### src/sv/rau_pkg.sv
// ----------------------------------------------------------------------------
// rau_pkg
// Types and constants shared by the rational arithmetic unit.
// ----------------------------------------------------------------------------
package rau_pkg;

  localparam int DataWidth  = 32;
  localparam int ActWidth   = 3;
  localparam int CntWidth   = $clog2(DataWidth + 1);

  typedef logic [DataWidth-1:0] word_t;

  typedef enum logic [ActWidth-1:0] {
    ACT_MUL = 3'd0,
    ACT_DIV = 3'd1,
    ACT_ADD = 3'd2,
    ACT_SUB = 3'd3,
    ACT_RED = 3'd4
  } action_t;

  typedef enum logic [3:0] {
    ST_IDLE,
    ST_MUL1,
    ST_MUL2,
    ST_GCD,
    ST_LCD,
    ST_Q1,
    ST_Q2,
    ST_T1,
    ST_T2,
    ST_RN,
    ST_RD,
    ST_DONE
  } state_t;

  typedef struct packed {
    logic [ActWidth-1:0] action;
    word_t               a_num;
    word_t               a_den;
    word_t               b_num;
    word_t               b_den;
  } req_t;

  typedef struct packed {
    word_t res_num;
    word_t res_den;
    logic  zero_den_error;
  } rsp_t;

  function automatic word_t mag(input word_t v);
    mag = v[DataWidth-1] ? word_t'(-v) : v;
  endfunction

endpackage

### src/sv/rau_if.sv
// ----------------------------------------------------------------------------
// rau_req_if / rau_rsp_if
// Valid/ready channels for requests and results.
// ----------------------------------------------------------------------------
interface rau_req_if import rau_pkg::*; ();
  logic valid;
  logic ready;
  req_t data;
  modport source (output valid, output data, input ready);
  modport sink (input valid, input data, output ready);
endinterface

interface rau_rsp_if import rau_pkg::*; ();
  logic valid;
  logic ready;
  rsp_t data;
  modport source (output valid, output data, input ready);
  modport sink (input valid, input data, output ready);
endinterface

### src/sv/rau_serial.sv
// ----------------------------------------------------------------------------
// rau_serial
// Bit-serial unit: shift-add multiply, restoring divide and remainder.
// One bit per cycle: a load cycle, DataWidth steps, then one done cycle.
// ----------------------------------------------------------------------------
module rau_serial import rau_pkg::*; (
  input  logic  clk,
  input  logic  rst,
  input  logic  start,
  input  logic  is_div,
  input  word_t x,
  input  word_t y,
  output logic  busy,
  output logic  done,
  output word_t prod,
  output word_t quot,
  output word_t rem
);

  logic [CntWidth-1:0] cnt;
  word_t  acc;
  word_t  sh;
  word_t  opy;
  logic   mode;
  logic [DataWidth:0] trial;

  assign trial = {acc, sh[DataWidth-1]} - {1'b0, opy};
  assign prod  = acc;
  assign quot  = sh;
  assign rem   = acc;

  always_ff @(posedge clk) begin
    if (rst) begin
      busy <= 1'b0;
      done <= 1'b0;
      cnt  <= '0;
    end else begin
      done <= !start && busy && (cnt == CntWidth'(1));
      if (start) begin
        busy <= 1'b1;
        cnt  <= CntWidth'(DataWidth);
        acc  <= '0;
        sh   <= x;
        opy  <= y;
        mode <= is_div;
      end else if (busy) begin
        if (mode) begin
          // restoring step: shift in dividend bit, subtract if it fits
          if (!trial[DataWidth]) begin
            acc <= trial[DataWidth-1:0];
            sh  <= {sh[DataWidth-2:0], 1'b1};
          end else begin
            acc <= {acc[DataWidth-2:0], sh[DataWidth-1]};
            sh  <= {sh[DataWidth-2:0], 1'b0};
          end
        end else begin
          // multiply from LSB of x up, low word only
          if (sh[0]) acc <= acc + opy;
          sh  <= sh >> 1;
          opy <= opy << 1;
        end
        cnt <= cnt - 1'b1;
        if (cnt == CntWidth'(1)) begin
          busy <= 1'b0;
        end
      end
    end
  end

endmodule

### src/sv/rational_arithmetic_unit_top.sv
// ----------------------------------------------------------------------------
// rational_arithmetic_unit_top
// Fraction multiply, divide, add, subtract and reduce over a serial unit.
// ----------------------------------------------------------------------------
// Usage: a request transaction on req carries the action code and the two
// fractions; one result transaction on rsp follows with numerator,
// denominator and zero_den_error. One request is processed at a time.
// All products and quotients go through one bit-serial multiply/divide
// unit: multiply and divide use two passes; reduce runs a Euclid gcd
// (one remainder per step, up to ~46 steps) plus two divides; add and
// subtract run the gcd plus seven passes. req is ready only while idle.
// The result sits in an output register until taken; a stalled receiver
// holds the block in that state. Synchronous reset returns the block to
// idle with no result pending. Operand denominators of zero (bar b_den
// for divide, which only zeroes the numerator), unused codes, or a zero
// result denominator give zero_den_error with zero fields.
// ----------------------------------------------------------------------------
module rational_arithmetic_unit_top import rau_pkg::*; (
  input logic     clk,
  input logic     rst,
  rau_req_if.sink req,
  rau_rsp_if.source rsp
);

  state_t state, state_next;
  req_t   r;
  word_t  lcd, q1, q2, t1, rn, rd, gx, gy, p0;
  logic   bad;

  logic   s_start, s_div, s_busy, s_done;
  word_t  s_x, s_y, s_prod, s_quot, s_rem;

  rau_serial u_serial (
    .clk, .rst, .start(s_start), .is_div(s_div), .x(s_x), .y(s_y),
    .busy(s_busy), .done(s_done), .prod(s_prod), .quot(s_quot), .rem(s_rem)
  );

  // signed quotient from magnitude quotient
  function automatic word_t sfix(input word_t q, input logic neg);
    sfix = neg ? word_t'(-q) : q;
  endfunction

  logic launch;
  assign launch = req.valid && req.ready;

  // next state
  always_comb begin
    state_next = state;
    unique case (state)
      ST_IDLE: begin
        if (launch) begin
          unique case (req.data.action)
            ACT_MUL, ACT_DIV: state_next = ST_MUL1;
            ACT_ADD, ACT_SUB: begin
              if (req.data.a_den == '0 || req.data.b_den == '0) state_next = ST_DONE;
              else state_next = ST_MUL1;
            end
            ACT_RED: state_next = (req.data.a_den == '0) ? ST_DONE : ST_GCD;
            default: state_next = ST_DONE;
          endcase
        end
      end
      ST_MUL1: if (s_done) state_next = ST_MUL2;
      ST_MUL2: begin
        if (s_done) state_next = (r.action == ACT_ADD || r.action == ACT_SUB) ? ST_GCD : ST_DONE;
      end
      ST_GCD: if (!s_busy && !s_start && gy == '0) state_next =
                 (r.action == ACT_RED) ? ST_RN : ST_LCD;
      ST_LCD:  if (s_done) state_next = ST_Q1;
      ST_Q1:   if (s_done) state_next = ST_Q2;
      ST_Q2:   if (s_done) state_next = ST_T1;
      ST_T1:   if (s_done) state_next = ST_T2;
      ST_T2:   if (s_done) state_next = ST_DONE;
      ST_RN:   if (s_done) state_next = ST_RD;
      ST_RD:   if (s_done) state_next = ST_DONE;
      ST_DONE: if (rsp.ready) state_next = ST_IDLE;
      default: state_next = ST_IDLE;
    endcase
  end

  // serial unit launches: start one pass on entry to each step; ST_GCD starts one per remainder until gy is zero
  logic entered;
  always_comb begin
    s_start = 1'b0;
    s_div   = 1'b0;
    s_x     = '0;
    s_y     = '1;
    unique case (state)
      ST_MUL1: begin
        s_start = entered;
        s_x = r.a_num;
        s_y = (r.action == ACT_DIV) ? r.b_den : r.b_num;
      end
      ST_MUL2: begin
        s_start = entered;
        s_x = r.a_den;
        s_y = (r.action == ACT_DIV) ? r.b_num : r.b_den;
      end
      ST_GCD: begin
        s_start = !s_busy && !s_done && gy != '0 && !entered;
        s_div = 1'b1; s_x = gx; s_y = gy;
      end
      ST_LCD: begin s_start = entered; s_div = 1'b1; s_x = mag(p0); s_y = gx; end
      ST_Q1:  begin s_start = entered; s_div = 1'b1; s_x = mag(lcd); s_y = mag(r.a_den); end
      ST_Q2:  begin s_start = entered; s_div = 1'b1; s_x = mag(lcd); s_y = mag(r.b_den); end
      ST_T1:  begin s_start = entered; s_x = r.a_num; s_y = q1; end
      ST_T2:  begin s_start = entered; s_x = r.b_num; s_y = q2; end
      ST_RN:  begin s_start = entered; s_div = 1'b1; s_x = mag(r.a_num); s_y = gx; end
      ST_RD:  begin s_start = entered; s_div = 1'b1; s_x = mag(r.a_den); s_y = gx; end
      default: ;
    endcase
  end

  assign req.ready = (state == ST_IDLE);
  assign rsp.valid = (state == ST_DONE);
  always_comb begin
    rsp.data.zero_den_error = bad || rd == '0;
    rsp.data.res_num = rsp.data.zero_den_error ? '0 : rn;
    rsp.data.res_den = rsp.data.zero_den_error ? '0 : rd;
  end

  always_ff @(posedge clk) begin
    if (rst) begin
      state   <= ST_IDLE;
      entered <= 1'b0;
    end else begin
      state   <= state_next;
      entered <= (state_next != state) || (state == ST_GCD && s_done);
    end
  end

  always_ff @(posedge clk) begin
    if (launch) begin
      r   <= req.data;
      rn  <= '0;
      rd  <= '0;
      gx  <= mag(req.data.a_num);
      gy  <= mag(req.data.a_den);
      unique case (req.data.action)
        ACT_MUL, ACT_DIV: bad <= 1'b0;
        ACT_ADD, ACT_SUB: bad <= (req.data.a_den == '0 || req.data.b_den == '0);
        ACT_RED: bad <= (req.data.a_den == '0);
        default: bad <= 1'b1;
      endcase
    end else if (s_done) begin
      unique case (state)
        ST_MUL1: rn <= s_prod;
        ST_MUL2: begin
          rd <= s_prod;
          p0 <= s_prod;
          // gcd operands for the common denominator
          gx <= mag(r.a_den);
          gy <= mag(r.b_den);
        end
        ST_GCD: begin gx <= gy; gy <= s_rem; end
        // a gcd of 2^(DataWidth-1) carries a set sign bit and flips the quotient
        ST_LCD: lcd <= sfix(s_quot, p0[DataWidth-1] ^ gx[DataWidth-1]);
        ST_Q1:  q1 <= sfix(s_quot, lcd[DataWidth-1] ^ r.a_den[DataWidth-1]);
        ST_Q2:  q2 <= sfix(s_quot, lcd[DataWidth-1] ^ r.b_den[DataWidth-1]);
        ST_T1:  t1 <= s_prod;
        ST_T2: begin
          rn <= (r.action == ACT_ADD) ? t1 + s_prod : t1 - s_prod;
          rd <= lcd;
        end
        ST_RN:  rn <= sfix(s_quot, r.a_num[DataWidth-1] ^ gx[DataWidth-1]);
        ST_RD:  rd <= sfix(s_quot, r.a_den[DataWidth-1] ^ gx[DataWidth-1]);
        default: ;
      endcase
    end
  end

endmodule

### src/flat_wrapper.sv
// flat-port wrapper written by rule: the top's interface ports become plain ports
module rational_arithmetic_unit_top_flat import rau_pkg::*;
  (clk, rst, req_valid, req_data, req_ready, rsp_valid, rsp_data, rsp_ready);
  rau_req_if req_i ();
  rau_rsp_if rsp_i ();
  input logic clk;
  input logic rst;
  input wire logic [$bits(req_i.valid)-1:0] req_valid;
  input wire logic [$bits(req_i.data)-1:0] req_data;
  output wire logic [$bits(req_i.ready)-1:0] req_ready;
  output wire logic [$bits(rsp_i.valid)-1:0] rsp_valid;
  output wire logic [$bits(rsp_i.data)-1:0] rsp_data;
  input wire logic [$bits(rsp_i.ready)-1:0] rsp_ready;
  assign req_i.valid = req_valid;
  assign req_i.data = req_data;
  assign req_ready = req_i.ready;
  assign rsp_valid = rsp_i.valid;
  assign rsp_data = rsp_i.data;
  assign rsp_i.ready = rsp_ready;
  rational_arithmetic_unit_top u_core (.clk(clk), .rst(rst), .req(req_i), .rsp(rsp_i));
endmodule
### config.mk
export PLATFORM = sky130hd
export DESIGN_NAME = rational_arithmetic_unit_top_flat
export DESIGN_NICKNAME = d
export VERILOG_FILES = /design/src/sv/rau_pkg.sv /design/src/sv/rau_if.sv /design/src/sv/rau_serial.sv /design/src/sv/rational_arithmetic_unit_top.sv /design/src/flat_wrapper.sv
export SDC_FILE = /design/constraint.sdc
export NUM_CORES = 2
export LEC_CHECK = 0
export ABC_AREA = 1
export BUFFER_PORTS_ARGS = -buffer_cell sky130_fd_sc_hd__buf_2
export CAP_MARGIN = 20
export CORE_UTILIZATION = 30
export DETAILED_ROUTE_END_ITERATION = 7
export PLACE_DENSITY = 0.56
export SYNTH_ARGS = -nofsm -noshare
export SYNTH_HDL_FRONTEND = slang
export SYNTH_SLANG_ARGS = --single-unit
### constraint.sdc
create_clock -name clk -period 6.6 [get_ports clk]
set_input_delay 0.33 -clock clk [delete_from_list [all_inputs] [get_ports clk]]
set_output_delay 0.33 -clock clk [all_outputs]
set_load 0.005 [all_outputs]
======== Yosys cells after proc, flatten, opt, wreduce, memory -nomap -nowiden ========
Index checks and enable logic that the tools add are counted.
storage, ports and cells
  bits in registers ....................... 530
  output and inout port bits .............. 67
cells by class
  add/sub/neg operators ................... 13
  equal/unequal tests ..................... 22
  muxes and demuxes ....................... 63
  bitwise operators ....................... 7
  reduce and logical (&&, ||, !) cells .... 51
operators by type and width
  cell                                           count
  two-way mux 32 bit                             31
  one-hot mux 32 bit (8 select lines)            2
  negation 32 bit                                8
  one-hot mux 32 bit (3 select lines)            2
  logical NOT 32 bit                             4
  one-hot mux 32 bit (2 select lines)            2
  adder 32 bit                                   2
  two-way mux 4 bit                              15
  one-hot mux 4 bit (11 select lines)            1
  subtractor 33 x 32 -> 33 bit                   1
  nonzero test 32 bit                            1
  subtractor 32 bit                              1
  AND reduction 3 bit                            7
  == test 4 x 3 -> 1 bit, second input constant  4
  == test 4 bit, second input constant           4
  == test 3 x 2 -> 1 bit, second input constant  4
  two-way mux 6 bit                              2
  one-hot mux 4 bit (3 select lines)             1
  nonzero test 3 bit                             4
  OR reduction 2 bit                             6
  AND reduction 2 bit                            5
  logical AND 1 bit                              9
  OR reduction 9 bit                             1
  == test 4 x 2 -> 1 bit, second input constant  2
  19 further kinds                               37

======== Logic depth before layout (Yosys ltp) ========
  word-level depth ........................ 12
  mapped depth ............................ 22

======== Hierarchy ========
Synthesis repeated with hierarchy kept, for this count alone.
second synthesis, totals
  cell total of the unflattened synthesis .. 5,804
  area total of the unflattened synthesis .. 41,347.2 um2
by module, submodules not included
  module                        instances  cells each  area an instance (um2)
  rational_arithmetic_unit_top  1          4,469       31,988.2
  rau_serial                    1          1,335       9,359.0

======== Worst setup path after synthesis ========
Ideal clock, no wire load.
  kind .................................... flip-flop to flip-flop
  start point ............................. register u_core.state[3]
  end point ............................... register u_core.gx[11], data pin
  setup time .............................. 0.444 ns
  data arrival time ....................... 5.193 ns
  required time ........................... 6.156 ns
  path slack .............................. 0.963 ns
  stages on the path, launching flop included .. 9
  path buffers ............................ 2
  cells stage by stage .................... dfxtp_1 -> buf_2 -> nor2_2 -> nand2_1 -> inv_1 -> nand2_1 -> inv_2 -> buf_1 -> o22ai_1
between the ends
  elaborated cells between the ends (all ways) .. 7
  those cells by class .................... 2 x eq/ne; 3 x mux; 2 x reduce/logical
RTL lines
  what                    RTL line                             text
  start, declared         rational_arithmetic_unit_top.sv:25   state_t state, state_next;
  start signal, assigned  rational_arithmetic_unit_top.sv:127  state <= state_next;
  logical NOT 4 bit       rational_arithmetic_unit_top.sv:114  assign req.ready = (state == ST_IDLE);
  net req_ready           flat_wrapper.sv:10                   output wire logic [$bits(req_i.ready)-1:0] req_ready;
  logical AND 1 bit       rational_arithmetic_unit_top.sv:44   assign launch = req.valid && req.ready;
  net u_core.launch       rational_arithmetic_unit_top.sv:43   logic launch;
  two-way mux 32 bit      rational_arithmetic_unit_top.sv:133  if (launch) begin
  end signal, assigned    rational_arithmetic_unit_top.sv:137  gx <= mag(req.data.a_num);
  end signal, assigned    rational_arithmetic_unit_top.sv:152  gx <= mag(r.a_den);
  end signal, assigned    rational_arithmetic_unit_top.sv:155  ST_GCD: begin gx <= gy; gy <= s_rem; end
  end, declared           rational_arithmetic_unit_top.sv:27   word_t lcd, q1, q2, t1, rn, rd, gx, gy, p0;
The timed path passes the listed nets, and every way through them passes these cells. The select of a mux whose other input is x is not followed.
A chain may end at the register's enable or synchronous reset.

======== Worst setup path after layout ========
  start point ............................. register u_core.state[1]
  end point ............................... register u_core.u_serial.acc[3], in the netlist u_core.u_serial.prod[3], enable pin
between the ends
  longest elaborated chain between the ends .. 5
  elaborated cells between the ends (all ways) .. 15
  those cells by class .................... 10 x eq/ne; 1 x mux; 4 x reduce/logical
RTL lines
  what                                                                       RTL line                            text
  == test 4 x 3 -> 1 bit (tied with other cells)                             rational_arithmetic_unit_top.sv:88  unique case (state)
  OR reduction 9 bit (no source line)                                        -
  one-hot mux 1 bit (2 select lines) *                                       rational_arithmetic_unit_top.sv:88
  nonzero test 3 bit (no source line) or nonzero test 2 bit (tied branches)  -
  AND reduction 3 bit (no source line) *                                     -
  end signal, assigned                                                       rau_serial.sv:50                    acc <= trial[DataWidth-1:0];
  end signal, assigned                                                       rau_serial.sv:53                    acc <= {acc[DataWidth-2:0], sh[DataWidth-1]};
  end signal, assigned                                                       rau_serial.sv:58                    if (sh[0]) acc <= acc + opy;
  end, declared                                                              rau_serial.sv:21                    word_t acc;
Mark *: on every way between the ends. The rest lies on a longest branch, timed or not.

==> impl_metrics.yaml <==
routing:
  viasPerCell: 5.74
  firstDrtPassIters: 8
  final_antenna_net_count: 0
  vias: 45503
  routed_wl_mm: 223
  drc_errors: 6
  routedWlPerCell_um: 28.2
  drt-initial-drc-count: 6674
clocking:
  cts_max_level: 3
  root_buffer: "clkbuf_16"
  cts_tree: "done"
  numCtsBuffers: 69
  clkLatencyLatePin_ns: 0.70
  cts.sinks: 530
  cts-resized-gates: 0
  cts.clk_slew.worst_paths_ns: 0.06
  clockBufferDepth: 3
global_route:
  grt_usage: 0.317
  grt_max_degree: 101
  grt_pass1_wl_mm: 311
  grt_overflow: 0
  grt_pass1_vias: 41142
  antenna_found_initial: 14
synth:
  netlist_instances: 5874
  ys_ff_latch: 530
  async_reset_ff_frac: 0
  synth_xor_area_frac: 0.0285
  synth_area_mm2: 0.0406
  synth_top_family_by_area: "simple AND/OR/NAND/NOR gates"
  synth_fp_nets: 6117
  yosys_most_used_dff: "edfxtp_1"
  synth_enable_flop_cells: 453
  synth_compound_area_frac: 0.187
  syn_avg_cell_area_um2: 6.91
  synth_fa_ha_area_frac: 0.0339
  synthMuxAreaShare: 0
  ys_seq_area_frac: 0.373
  synth.distinct_cells: 51
  yosys_warnings: 0
  post_synth_and_or_nand_nor_area_fraction: 0.286
power:
  vdd_drop_max_uv: 202
  leakagePower_nw: 19.5
  powerDensity_mw_per_mm2: 253
final_layout:
  final_area_mm2: 0.0470
  layout-area-overhead-vs-synth_pct: 15.7
  drive_above_1_share: 0.0750
  fillers: 14474
  regArea_mm2: 0.0151
  finalNonFillerCells: 7923
  fin_nets: 6334
  multi_input_area_mm2: 0.0218
floorplanning:
  fp.dieH_um: 370
  die_w_um: 370
  core_mm2: 0.134
  start_util: 0.303
  num_rows: 134
  io_pins: 202
  die_area_mm2: 0.137
timing:
  max_freq_mhz: 225
  period_needed_ns: 4.45
  final.setup_skew_ns: 0.0337
  worst_slack_ns: 2.15
  setup_viol: 0
  slew_headroom: 0.123
  slew_violations: 0
  rsz0062_at_grt: "false"
  tightest_slew_ns: 1.31
  min_period_over_period: 0.675
  finalHoldViolCount: 0
  fin_setup_tns_ns: 0
outcome:
  outcome: "finished, violations left"
  violations: "design-rule violations"
worst_hold_path:
  holdCritStartpoint: "rst"
  hold_depth: 2
  min_to: "u_core.entered"
  hold_path.class: "in -> reg"
place:
  hpwl_mm: 172
  place_congestion: 1.06
  dpl-instance-area_mm2: 0.0434
  io_buffers: 201
  dp_cells: 7658
  pre_cts_slack_ns: 2.27
setup_path:
  arrival_ns: 4.76
  reg2reg_slack_ns: 2.15
  endpoint_kind: "flip-flop"
  crit_path_start_kind: "flip-flop"
  critPathKind: "reg -> reg"
  r2r_end: "u_core.u_serial.prod[3]"
  crit_required_ns: 6.91
  rr_worst_depth: 10
  critPathMaxFanout: 55
  r2r_start: "u_core.state[1]"
run:
  maxCapViolCount: 0
-- worst max path at each step --
stage	from	to	slack, ns	cells after the start
after floorplan	u_core.state[3]	u_core.gx[11]	0.96	8
after global placement	u_core.state[1]	u_core.u_serial.opy[25]	2.32	11
after detailed placement	u_core.state[1]	u_core.u_serial.prod[22]	2.27	10
after CTS	u_core.state[1]	u_core.u_serial.prod[3]	2.23	10
after global routing	u_core.u_serial.prod[0]	u_core.rn[30]	1.90	19
final	u_core.state[1]	u_core.u_serial.prod[3]	2.15	10
-- synthesized netlist by cell type, types with 4 or more instances --
library cell | n | share of area
nand2_1 | 1425 | 0.13
inv_1 | 680 | 0.063
nor2_1 | 642 | 0.059
o21ai_0 | 635 | 0.078
edfxtp_1 | 453 | 0.34
a21oi_1 | 429 | 0.053
nand3_1 | 404 | 0.050
clkbuf_1 | 175 | 0.016
xor2_1 | 112 | 0.024
nand4_1 | 107 | 0.017
ha_1 | 105 | 0.032
nor3_1 | 101 | 0.012
dfxtp_1 | 77 | 0.038
a221oi_1 | 66 | 0.014
buf_2 | 64 | 0.0079
o22ai_1 | 44 | 0.0068
o211ai_1 | 43 | 0.0080
a31oi_1 | 29 | 0.0045
nor4_1 | 24 | 0.0037
nand3b_1 | 22 | 0.0041
buf_1 | 21 | 0.0019
a21boi_0 | 20 | 0.0037
or2_2 | 20 | 0.0031
xnor2_1 | 20 | 0.0043
o21ai_1 | 17 | 0.0021
a211oi_1 | 16 | 0.0030
o21bai_1 | 16 | 0.0030
inv_2 | 15 | 0.0014
nor2_2 | 8 | 0.0012
a21o_1 | 7 | 0.0013
o221ai_1 | 7 | 0.0015
o31ai_1 | 7 | 0.0013
nand2_2 | 6 | 0.00093
nor3_2 | 6 | 0.0015
a41oi_1 | 5 | 0.0011
and2_1 | 5 | 0.00077
and3_1 | 5 | 0.00077
o2111ai_1 | 5 | 0.0011
o21a_1 | 5 | 0.00093
clkinv_1 | 4 | 0.00037
-- cell type report --
cell class                 count  share of cell area
antenna                       10            0.000533
timing repair buffer         410              0.0623
multi-input combinational   4381               0.465
inverter                     699              0.0560
clock inverter                34             0.00664
tap                         1768              0.0471
clock buffer                  91              0.0401
sequential                   530               0.323
-- cells by family (layout without fill, tap and decap cells) --
kind of cell | count (synthesis) | count (layout)
other | 0 | 10
and+or+nand+nor | 2776 | 2776
buffers and inverters | 963 | 1234
xor gates and xnor gates | 132 | 132
AOI/OAI and AO/OA | 1365 | 1365
DFF | 530 | 530
adders and majority gates | 108 | 108
-- timing repair --
item / in CTS / in global routing
setup buffers: 0 / 0
endpoints found under the hold margin: 129 / 0
hold buffers: 129 / 0
-- layer usage --
| metal | vias up | GRT usage | wire [um] |
|---|---|---|---|
| met1 | 21522 | 0.425 | 90200 |
| met3 | 538 | 0.0794 | 26100 |
| met4 | 8 | 0.161 | 12900 |
| met2 | 3070 | 0.470 | 94100 |
| met5 | - | 0 | 96 |
| li1 | 20365 | - | - |
-- registers in the layout (all words and copies together) (netlist names) --
| name | count |
|---|---|
| u_core.bad | 1 |
| u_core.entered | 1 |
| u_core.gx | 32 |
| u_core.gy | 32 |
| u_core.lcd | 32 |
| u_core.p0 | 32 |
| u_core.q1 | 32 |
| u_core.q2 | 32 |
| u_core.r | 131 |
| u_core.rd | 32 |
| u_core.rn | 32 |
| u_core.state | 4 |
| u_core.t1 | 32 |
| u_core.u_serial.busy | 1 |
| u_core.u_serial.cnt | 6 |
| u_core.u_serial.done | 1 |
| u_core.u_serial.mode | 1 |
| u_core.u_serial.opy | 32 |
| u_core.u_serial.prod | 32 |
| u_core.u_serial.quot | 32 |
-- power breakdown --
group,switching (mW),internal [mW]
Clock,1.70,2.18
Sequential,0.383,4.03
Combinational,2.68,0.933
-- stage by stage --
stage	util	hold slack [ns]	power, mW
after floorplan	-	0.399	6.29
after global placement	0.325	0.478	7.85
after detailed placement	0.325	0.495	7.84
after CTS	0.351	0.00928	11.7
after global routing	0.351	0.0236	12.2
final	0.351	0.0391	11.9
-- critical path: stages, from the launching register on --
cell and delay (ns):
dfxtp_1 0.48, nand2_1 0.25, nor2_4 0.54, inv_2 0.38, nor2_1 0.18, nand3b_1 0.14, nand2_4 0.45, inv_2 0.37
buf_4 0.45, a31oi_4 0.28, buf_4 0.45
-- placed cells by master (no fill, tap or decap), drive strengths merged, types with 91 or more instances in the layout --
master       instances
nand2             1431
inv                698
o21ai              655
nor2               650
edfxtp             453
a21oi              430
nand3              404
buf                281
dlygate4sd3        129
xor2               112
nand4              107
nor3               107
ha                 105
clkbuf              91
(Power assumes the default switching activity.)
